`config.mk`:
```
export PLATFORM = sky130hd
export DESIGN_NAME = bcpe_ctrl
export DESIGN_NICKNAME = d
export VERILOG_FILES = /design/src/rtl/bcpe_pkg.sv /design/src/rtl/bcpe_ctrl.sv
export SDC_FILE = /design/constraint.sdc
export NUM_CORES = 1
export LEC_CHECK = 0
export CAP_MARGIN = 20
export CORE_MARGIN = 1.5
export CORE_UTILIZATION = 31
export DETAILED_ROUTE_END_ITERATION = 16
export DONT_BUFFER_PORTS = 1
export GPL_ROUTABILITY_DRIVEN = 1
export SLEW_MARGIN = 20
export SYNTH_ARGS = -nofsm -noshare
export SYNTH_HDL_FRONTEND = slang
export SYNTH_SLANG_ARGS = --single-unit
```
`constraint.sdc`:
```
create_clock -name clk -period 2.5 [get_ports clk]
set_clock_uncertainty 0.15 [all_clocks]
set_input_delay 0.25 -clock clk [delete_from_list [all_inputs] [get_ports clk]]
set_output_delay 0.25 -clock clk [all_outputs]
set_load 0.005 [all_outputs]
```
`src/rtl/bcpe_pkg.sv`:
```
// Shared types, codes and widths for the Bezier curve point evaluator.
package bcpe_pkg;

    // Field widths fixed by the item formats
    localparam int CNT_W    = 5;
    localparam int IDX_W    = 4;
    localparam int COORD_W  = 10;
    localparam int T_W      = 17;

    // Binomial of degree up to 19 fits 17 bits; coefficient is binomial times coordinate
    localparam int BINOM_W  = 17;
    localparam int COEF_W   = BINOM_W + COORD_W;

    // Wide arithmetic runs one 32-bit limb at a time
    localparam int LIMB_BITS = 32;
    localparam int PROD_T_W  = LIMB_BITS + T_W;
    localparam int PROD_C_W  = LIMB_BITS + COEF_W;
    localparam int SUM_W     = PROD_C_W + 1;
    localparam int CARRY_W   = SUM_W - LIMB_BITS;
    localparam int UCARRY_W  = PROD_T_W - LIMB_BITS;

    localparam logic [T_W-1:0] ONE_Q16 = 17'h10000;

    typedef enum logic {
        KIND_LOAD = 1'b0,
        KIND_EVAL = 1'b1
    } kind_t;

    typedef struct packed {
        kind_t              kind;
        logic [IDX_W-1:0]   point_index;
        logic [COORD_W-1:0] point_x;
        logic [COORD_W-1:0] point_y;
        logic [T_W-1:0]     t_param;
    } req_t;

    typedef struct packed {
        logic [COORD_W-1:0] curve_x;
        logic [COORD_W-1:0] curve_y;
    } res_t;

    typedef struct packed {
        logic [CNT_W-1:0] point_count;
    } cfg_t;

    typedef enum logic [2:0] {
        ST_IDLE,
        ST_PASCAL,
        ST_COEF,
        ST_LIMB,
        ST_FINISH
    } state_t;

    // Controller to datapath
    typedef struct packed {
        logic             load;
        logic             start;
        logic             pascal;
        logic             coef;
        logic             mul;
        logic             add;
        logic             emit;
        logic [CNT_W-1:0] step;
        logic [CNT_W-1:0] mul_limb;
        logic [CNT_W-1:0] add_limb;
    } cmd_t;

    // Datapath to controller
    typedef struct packed {
        logic [CNT_W-1:0] deg;
        logic             out_free;
    } stat_t;

endpackage

```
`src/rtl/bcpe_ctrl.sv`:
```
// Sequencer: Pascal row build, per-step coefficient setup and limb passes.
module bcpe_ctrl #(
    parameter int MAX_POINTS = 16
) (
    input  logic            clk,
    input  logic            rst_n,
    input  logic            req_valid,
    input  bcpe_pkg::kind_t req_kind,
    output logic            req_ready,
    input  bcpe_pkg::stat_t stat,
    output bcpe_pkg::cmd_t  cmd
);
    import bcpe_pkg::*;

    localparam int NL = ((MAX_POINTS - 1) / 2) + 2;

    state_t           state_reg, state_next;
    logic [CNT_W-1:0] k_reg, k_next;
    logic [CNT_W-1:0] j_reg, j_next;
    logic [CNT_W-1:0] cnt_reg, cnt_next;
    logic [CNT_W-1:0] limb_cnt;

    // Limbs touched at step k: value stays below 2^(16k+48)
    assign limb_cnt = (k_reg >> 1) + CNT_W'(2);

    // State and counters
    always_ff @(posedge clk or negedge rst_n)
    begin
        if (!rst_n)
        begin
            state_reg <= ST_IDLE;
            k_reg     <= '0;
            j_reg     <= '0;
            cnt_reg   <= '0;
        end
        else
        begin
            state_reg <= state_next;
            k_reg     <= k_next;
            j_reg     <= j_next;
            cnt_reg   <= cnt_next;
        end
    end

    // Next state and commands
    always_comb
    begin
        state_next = state_reg;
        k_next     = k_reg;
        j_next     = j_reg;
        cnt_next   = cnt_reg;
        cmd        = '0;
        req_ready  = 1'b0;
        case (state_reg)
            ST_IDLE:
            begin
                req_ready = 1'b1;
                if (req_valid)
                begin
                    if (req_kind == KIND_EVAL)
                    begin
                        cmd.start  = 1'b1;
                        cnt_next   = '0;
                        state_next = ST_PASCAL;
                    end
                    else
                    begin
                        cmd.load = 1'b1;
                    end
                end
            end
            ST_PASCAL:
            begin
                cmd.pascal = 1'b1;
                cnt_next   = cnt_reg + CNT_W'(1);
                if (cnt_reg == stat.deg - CNT_W'(1))
                begin
                    k_next     = '0;
                    state_next = ST_COEF;
                end
            end
            ST_COEF:
            begin
                cmd.coef   = 1'b1;
                cmd.step   = k_reg;
                j_next     = '0;
                state_next = ST_LIMB;
            end
            ST_LIMB:
            begin
                // products for limb j overlap the add for limb j-1
                cmd.step     = k_reg;
                cmd.mul      = (j_reg < limb_cnt);
                cmd.mul_limb = j_reg;
                cmd.add      = (j_reg != '0);
                cmd.add_limb = j_reg - CNT_W'(1);
                if (j_reg == limb_cnt)
                begin
                    if (k_reg == stat.deg)
                    begin
                        state_next = ST_FINISH;
                    end
                    else
                    begin
                        k_next     = k_reg + CNT_W'(1);
                        state_next = ST_COEF;
                    end
                end
                else
                begin
                    j_next = j_reg + CNT_W'(1);
                end
            end
            ST_FINISH:
            begin
                if (stat.out_free)
                begin
                    cmd.emit   = 1'b1;
                    state_next = ST_IDLE;
                end
            end
            default:
            begin
                state_next = ST_IDLE;
            end
        endcase
    end

    // Checks
    a_limb_range: assert property (@(posedge clk) disable iff (!rst_n)
        cmd.mul |-> cmd.mul_limb < CNT_W'(NL))
        else $error("limb index beyond wide registers");

    a_limb_apart: assert property (@(posedge clk) disable iff (!rst_n)
        (cmd.mul && cmd.add) |-> cmd.mul_limb != cmd.add_limb)
        else $error("product and add stages on the same limb");

    a_start_eval: assert property (@(posedge clk) disable iff (!rst_n)
        cmd.start |-> (req_valid && req_kind == KIND_EVAL))
        else $error("evaluation started without an evaluate transfer");

    a_emit_free: assert property (@(posedge clk) disable iff (!rst_n)
        cmd.emit |-> stat.out_free)
        else $error("result register overwritten before transfer");

    a_step_range: assert property (@(posedge clk) disable iff (!rst_n)
        cmd.coef |-> cmd.step <= stat.deg)
        else $error("Horner step beyond curve degree");

endmodule

```
* Word level (Yosys, flattened, before mapping)
Cells that the tools add are included.
** Operators by class
- Add/sub/neg operators :: 6
- $lt $le $gt $ge :: 1
- Equality and inequality tests :: 14
- Muxes and demuxes :: 28
- Reduce and logical (&&, ||, !) cells :: 10
** Operator list (number)
- $mux W5 :: 7
- $pmux W5 S2 :: 3
- $mux W3 :: 6
- $add A5 B1 Y5 const B :: 3
- $eq A5 B5 Y1 :: 3
- $pmux W3 S5 :: 1
- $ne A2 B2 Y1 const B :: 7
- $mux W10 :: 1
- $sub A5 B1 Y5 const B :: 2
- $mux W1 :: 7
- $eq A3 B2 Y1 const B :: 2
- $mux W2 :: 3
- $reduce_bool A2 Y1 :: 3
- $add A4 B2 Y5 const B :: 1
- $lt A5 B5 Y1 :: 1
- $reduce_and A5 Y1 :: 1
- $reduce_bool A5 Y1 :: 1
- $reduce_and A4 Y1 :: 1
- $eq A3 B1 Y1 const B :: 1
- $eq A3 B3 Y1 const B :: 1
- $logic_not A3 Y1 :: 1
- $reduce_and A3 Y1 :: 1
- $reduce_and A2 Y1 :: 1
- $reduce_or A2 Y1 :: 1
** Word-level totals
- Register bits after elaboration :: 18
- Input bits :: 10
- Word-level logic and storage cells :: 63

* Depth between registers and ports, before layout
Gate-level depths: netlist (run 1).
- Depth in word-level cells :: 4
- Mapped depth :: 9
- Gate-level depth less buffers :: 8

* Least setup slack after synthesis (run 1)
OpenSTA, ideal clock, no wires.
- Path kind :: reg-to-reg
- From :: reg k_reg[3]
- To :: reg j_reg[4]
- Library setup time :: 0.134 ns
- Arrival time :: 1.984 ns
- Required time :: 2.216 ns
- Slack :: 0.232 ns
- Stages on the path, launching flop included :: 10
- Path buffers :: 1
- Clock period less this slack :: 2.268 ns
- Cells stage by stage :: dfrtp_1 -> ha_1 -> xnor2_1 -> ha_1 -> and4_1 -> buf_2 -> a21oi_2 -> nand4_1 -> xnor2_1 -> nor2_1
** Between the ends
- Word-level cells in the longest chain between the ends :: 4
** RTL lines
- from (decl) :: line bcpe_ctrl.sv:18 : logic [CNT_W-1:0] k_reg, k_next;
- from (signal assigned) :: line bcpe_ctrl.sv:39 : k_reg <= k_next;
- $add A4 B2 Y5 :: line bcpe_ctrl.sv:24 : assign limb_cnt = (k_reg >> 1) + CNT_W'(2);
- $eq A5 B5 Y1 :: line bcpe_ctrl.sv:97 : if (j_reg == limb_cnt)
- $ne A2 B2 Y1 (no source line)
- $reduce_and A2 Y1 (no source line)
- to (signal assigned) :: line bcpe_ctrl.sv:40 : j_reg <= j_next;
- to (decl) :: line bcpe_ctrl.sv:19 : logic [CNT_W-1:0] j_reg, j_next;
Every way passes these cells.
A chain may end at the register's enable or synchronous reset.

==> out/results.tsv, run 1 <==
stage	metric	value	unit
critical_path	cp_slowest_cell	dfrtp_1	
critical_path	cp.required	2.10	ns
pwr	ir_worst_vdd	396	µV
logic_synthesis	synth_mux_area_frac	0.0194	
timing	tightest_slew	0.874	ns
logic_synthesis	synthCells	185	
die	io_pins	33	
die	dieWidth	73.6	µm
routing	drt_iter0_markers	57	
timing	fmax	0.427	GHz
die	start_util	0.325	
critical_path	setup.worst_path.end_class	primary output	
logic_synthesis	synth_area_leaders	dfrtp_1, ha_1, xor2_1, nor2_1, xnor2_1	
routing	vias_per_cell	5.03	
logic_synthesis	synth_edf_count	0	
critical_path	cp_data_arrival_time	1.94	ns
layout	final_nets	214	
logic_synthesis	synth_ff_type	dfrtp_1	
logic_synthesis	yosys_warnings	0	
routing	wirelength	3670	µm
clock_network	cts_tree	yes	
global_routing	grt_pass1_wl	6180	µm
placed_design	io_buffers	0	
clock_network	cts.clk_slew.worst_paths	0.07	ns
timing	fin_crit_sh	0.936	
routing	vias	1292	
layout	antenna_cells	0	
critical_path	slowest_delay	0.38	ns
global_routing	grtUsageTotal	0.149	
critical_path	critPathKind	reg2out	
clock_network	clkSinkCount	18	
placed_design	place_ws	0.186	ns
run	maxCapViolations	0	
timing	period_needed	2.34	ns
critical_path	path_delay_family	compound AO/OA/AOI/OAI gates	
layout	seqCellArea	450	µm²
timing	final-setup-viol-count	0	
clock_network	cts_made_buffers	3	
placed_design	place_hpwl	2860	µm
clock_network	cts_setup_buffers	0	
layout	drive_gt1_frac	0.100	
logic_synthesis	synth_common_cells	nor2_1, dfrtp_1, nand2_1, ha_1, xor2_1	
timing	rsz0062_at_grt	no	
routing	ant_nets	0	
logic_synthesis	synth.most_common_cell	nor2_1	
logic_synthesis	synth_cell_types	44	
die	dieArea	5410	µm²
die	core	4750	µm²
logic_synthesis	ys_ff_latch	18	
logic_synthesis	synth.yosys.seq_area_share	0.292	
clock_network	cts-root-buf	clkbuf_8	
timing	setup_slack	0.160	ns
logic_synthesis	synth_area_per_cell	8.35	µm²
global_routing	grt_overflow	0	
logic_synthesis	synth_top_area_share	0.292	
logic_synthesis	synth_xor_area_frac	0.129	
placed_design	dp_cells	252	
logic_synthesis	synth_top_family_by_area	simple AND/OR/NAND/NOR gates	
logic_synthesis	yosysTopAreaCell	dfrtp_1	
timing	slew_headroom	0.415	
placed_design	place_congestion	0.853	
critical_path	path_cells	buf_4 -> ha_1 -> nor2b_1 -> o21a_1 -> o21ai_0 -> nand2b_1 -> a211oi_1	
critical_path	cp_num_buf_inv	1	
die	die_h	73.6	µm
worst_hold_path	hold_class	in2reg	
critical_path	worstSetupStartpointType	flip-flop	
clock_network	cts_buffer_depth	2	
logic_synthesis	async_flop_share	1.00	
timing	maxSlewViolCount	0	
routing	wl_per_cell	14.3	µm
logic_synthesis	synthAdderAreaFrac	0.0972	
timing	hold_viol	0	
pwr	leakage	0.000747	µW
layout	multi_input_area	1020	µm²
clock_network	worstSkewPairLatency	0.25	ns
logic_synthesis	synth-compound-area-share	0.152	
logic_synthesis	synth-simple-area-share	0.256	
timing	timing.setup.tns	0	ns
clock_network	h-tree-depth	1	
layout	fin_cells	257	
global_routing	grt_pass1_vias	1204	
routing	route.detailed.drc	0	
critical_path	cp_max_fo	8	
global_routing	antenna_found_initial	0	
layout	fill_cells	517	
layout	area_growth	11.6	%
pwr	powerDensity	1270	nW/µm²
die	rows	25	
global_routing	grt_max_degree	19	
logic_synthesis	syn-num-nets	207	
logic_synthesis	netlist_area	1540	µm²
routing	dr.pass1.iters	4	
run_status	status	complete, no violations	
==> final timing paths <==
check                           slack [ns]       start      endpoint  cells past startpoint
worst max-delay path                  0.16    k_reg[2]       cmd[17]                      7
worst min-delay path                  0.10   req_valid  state_reg[0]                      4
max in group asynchronous             1.26       rst_n      j_reg[2]                      1
min in group asynchronous             0.41       rst_n    cnt_reg[0]                      1
worst min register to register        0.39  cnt_reg[0]    cnt_reg[0]                      1
worst max register to register        0.20    k_reg[2]      k_reg[0]                      8
==> cells in the final DEF (no fill, tap or decap), drive strengths merged, types with 2 or more instances in the layout <==
cell         instances
nand4                6
nand2b               3
xor2                14
a21oi                9
nand3                4
inv                 10
a211oi               2
nor3                10
nor2                24
nand3b               2
dlygate4sd3          2
o211ai               4
nor2b                2
o21ai                4
a31oi                2
buf                  9
and3                 7
xnor2                7
dfrtp               18
mux2i                3
clkbuf               3
a21o                 2
nand2               15
ha                  12
o311ai               2
==> through the flow <==
step / cell area (µm²) / power (µW) / hold slack, ns / utilization
3_5_place_dp: 1650 / 1960 / -0.195 / 0.348
6_report: 1720 / 2180 / 0.100 / 0.362
5_1_grt: 1720 / 2440 / 0.118 / 0.362
2_1_floorplan: 1540 / 1620 / -0.196 / -
3_3_place_gp: 1650 / 1950 / -0.195 / 0.348
4_1_cts: 1710 / 2190 / 0.0949 / 0.361
==> worst register-to-register path, stage by stage (launching register included) <==
cell	delay [ns]
dfrtp_1	0.38
ha_1	0.22
xnor2_1	0.13
ha_1	0.28
and4_2	0.30
a21oi_1	0.11
a2111o_1	0.39
a21o_1	0.15
o311ai_1	0.08
==> layout make-up <==
class | count | area share
Tap cell | 67 | 0.0487
Multi-Input combinational cell | 147 | 0.591
Inverter | 11 | 0.0240
Clock buffer | 3 | 0.0240
Timing Repair Buffer | 11 | 0.0508
Sequential cell | 18 | 0.261
==> power breakdown <==
| part | internal [µW] | switching (µW) |
|---|---|---|
| Clock | 107 | 99.5 |
| Sequential | 415 | 165 |
| Combinational | 607 | 788 |
==> kinds of logic after synthesis <==
| logic type | after synthesis |
|---|---|
| multiplexers | 3 |
| adder cells (fa/ha/maj) | 12 |
| XOR/XNOR | 21 |
| buffers and inverters | 20 |
| AND/OR/NAND/NOR | 77 |
| flip-flops | 18 |
| AO/OA/AOI/OAI | 34 |
==> timing repair <==
action,in CTS,in global routing
gates resized for setup,0,2
setup endpoints to repair,0,1
hold buffers,2,0
hold endpoints to repair,19,0
==> routing by layer <==
metal	global-route usage	vias to the layer above	wire [µm]
met2	0.239	16	1820
met4	0.0432	0	19
met5	0	-	0
met1	0.201	608	1700
li1	-	666	-
met3	0.0302	2	131
Power figures use the tool's default switching activity.
==> run 2: changes to the inputs <==
==> constraint.sdc (replaced) <==
create_clock -name clk -period 2.01 [get_ports clk]
set_clock_uncertainty 0.15 [all_clocks]
set_input_delay 0.201 -clock clk [delete_from_list [all_inputs] [get_ports clk]]
set_output_delay 0.201 -clock clk [all_outputs]
set_load 0.005 [all_outputs]
==> out/results.tsv, run 2 (same netlist as run 1, synthesis figures left out) <==
stage	metric	value	unit	change
clock_network	cts_buffer_depth	2		unchanged
pwr	powerDensity	1700	nW/µm²	+35%
global_routing	grt_pass1_wl	6520	µm	+5.5%
critical_path	cp_max_fo	2		-6
placed_design	io_buffers	0		unchanged
global_routing	grtUsageTotal	0.155		+0.00690
die	die_h	73.6	µm	unchanged
routing	route.detailed.drc	0		unchanged
critical_path	reg2reg_slack	-0.13	ns	-0.33 ns
routing	wl_per_cell	13.7	µm	-3.8%
timing	fin_crit_sh	1.10		
critical_path	cp_slowest_cell	dfrtp_1		
timing	maxSlewViolCount	0		unchanged
global_routing	antenna_found_initial	0		unchanged
critical_path	worstSetupStartpointType	flip-flop		
critical_path	critPathKind	reg2out		
die	core	4750	µm²	unchanged
routing	wirelength	3900	µm	+6.3%
layout	final_nets	240		+12%
run	maxCapViolations	0		unchanged
die	rows	25		unchanged
clock_network	h-tree-depth	1		unchanged
layout	area_growth	34.0	%	
run_status	status	finished, violations left		
critical_path	slowest_delay	0.42	ns	+0.04 ns
timing	slew_headroom	0.418		+0.00246
global_routing	grt_overflow	0		unchanged
timing	final-setup-viol-count	11		+11
timing	period_needed	2.20	ns	
routing	vias	1425		+10%
timing	fmax	0.454	GHz	
clock_network	cts-root-buf	clkbuf_8		
timing	setup_slack	-0.191	ns	-0.351 ns
timing	hold_slack	0.0158	ns	-0.0845 ns
run_status	violations	setup timing		
global_routing	met2_usage	0.250		+0.0110
layout	mostFrequentLayoutCells	buf_4, nor2_1, dfrtp_1, nand2_1, xor2_1		
critical_path	path_delay_family	adder cells		
clock_network	cts.clk_slew.worst_paths	0.07	ns	about the same
critical_path	setup.worst_path.end_class	primary output		
layout	antenna_cells	0		unchanged
worst_hold_path	hold_class	in2reg		
global_routing	met1_usage	0.217		+0.0157
layout	final_common_cell	buf_4		
timing	tightest_slew	0.870	ns	-0.00368 ns
global_routing	grt_pass1_vias	1386		+15%
timing	rsz0062_at_grt	yes		
global_routing	busiest_layer	met2		
critical_path	cp_common_cell	ha_4		
routing	ant_nets	0		unchanged
timing	hold_viol	0		unchanged
global_routing	grt_max_degree	19		unchanged
layout	drive_gt1_frac	0.309		+0.209
pwr	ir_worst_vdd	471	µV	+19%
pwr	leakage	0.000916	µW	+23%
clock_network	clkSinkCount	18		unchanged
routing	dr.pass1.iters	4		unchanged
routing	vias_per_cell	5.02		-0.19%
critical_path	path_cells	ha_4 -> inv_2 -> ha_4 -> o21a_1 -> o21ai_1 -> nand2b_1 -> a211oi_2 -> buf_4		
placed_design	place_congestion	0.936		+9.7%
critical_path	cp.required	1.66	ns	-0.44 ns
clock_network	worstSkewPairLatency	0.26	ns	about the same
clock_network	cts_made_buffers	3		unchanged
die	dieArea	5410	µm²	unchanged
die	dieWidth	73.6	µm	unchanged
die	start_util	0.325		unchanged
critical_path	cp_data_arrival_time	1.85	ns	-0.09 ns
die	io_pins	33		unchanged
placed_design	place_hpwl	2970	µm	+3.8%
clock_network	cts_tree	yes		
global_routing	use_met3	0.0233		-0.00686
routing	drt_iter0_markers	50		-12%
pwr	p_total	3520	µW	+61%
critical_path	cp_num_buf_inv	2		+1
-- run 2: repair_timing --
item / CTS / global route
endpoints found under the setup margin: 14 / 18
buffers inserted: 2 / 5
resized for setup: 14 / 15
pin swaps: 13 / 16
hold buffers: 2 / 0
endpoints found under the hold margin: 19 / 0
-- run 2: through the flow --
step / utilization / cells / setup TNS [ns] / area [µm²] / worst slack (ns)
detailed placement: 0.387 / 272 / -1.50 / 1840 / -0.210
floorplan: - / 185 / -0.883 / 1590 / -0.169
global placement: 0.387 / 272 / -1.21 / 1840 / -0.198
global route: 0.435 / 284 / -2.12 / 2070 / -0.277
CTS: 0.417 / 280 / -0.745 / 1980 / -0.192
finish: 0.435 / 284 / -0.987 / 2070 / -0.191
-- run 2: routing by layer --
metal | wire, µm | vias to the layer above
li1 | - | 715
met1 | 1870 | 683
met2 | 1870 | 23
met3 | 119 | 4
met4 | 48 | 0
met5 | 0 | -
-- run 2: final timing paths --
kind / endpoint / cells past startpoint / from
max: cmd[17] / 8 / k_reg[2]
min: state_reg[0] / 4 / req_valid
max reg2reg: k_reg[1] / 8 / k_reg[3]
min reg2reg: cnt_reg[0] / 1 / cnt_reg[0]
max in group asynchronous: k_reg[3] / 1 / rst_n
min in group asynchronous: cnt_reg[4] / 1 / rst_n
-- run 2: worst min-delay path: stages --
cell,delay [ns]
nand2_1,0.04
a21oi_1,0.07
o21ai_2,0.05
a31oi_1,0.04
-- run 2: area by class of cell --
type | instances | area (µm²)
clock buffer | 4 | 45.0
fill | 477 | 2690
inverter | 11 | 41.3
multi-input combinational | 147 | 1140
sequential | 18 | 452
tap | 67 | 83.8
timing repair buffer | 37 | 305
-- run 2: power by group --
part,switching [µW],internal [µW]
clock,127,141
sequential,154,519
combinational,1290,1290
total,1570,1950
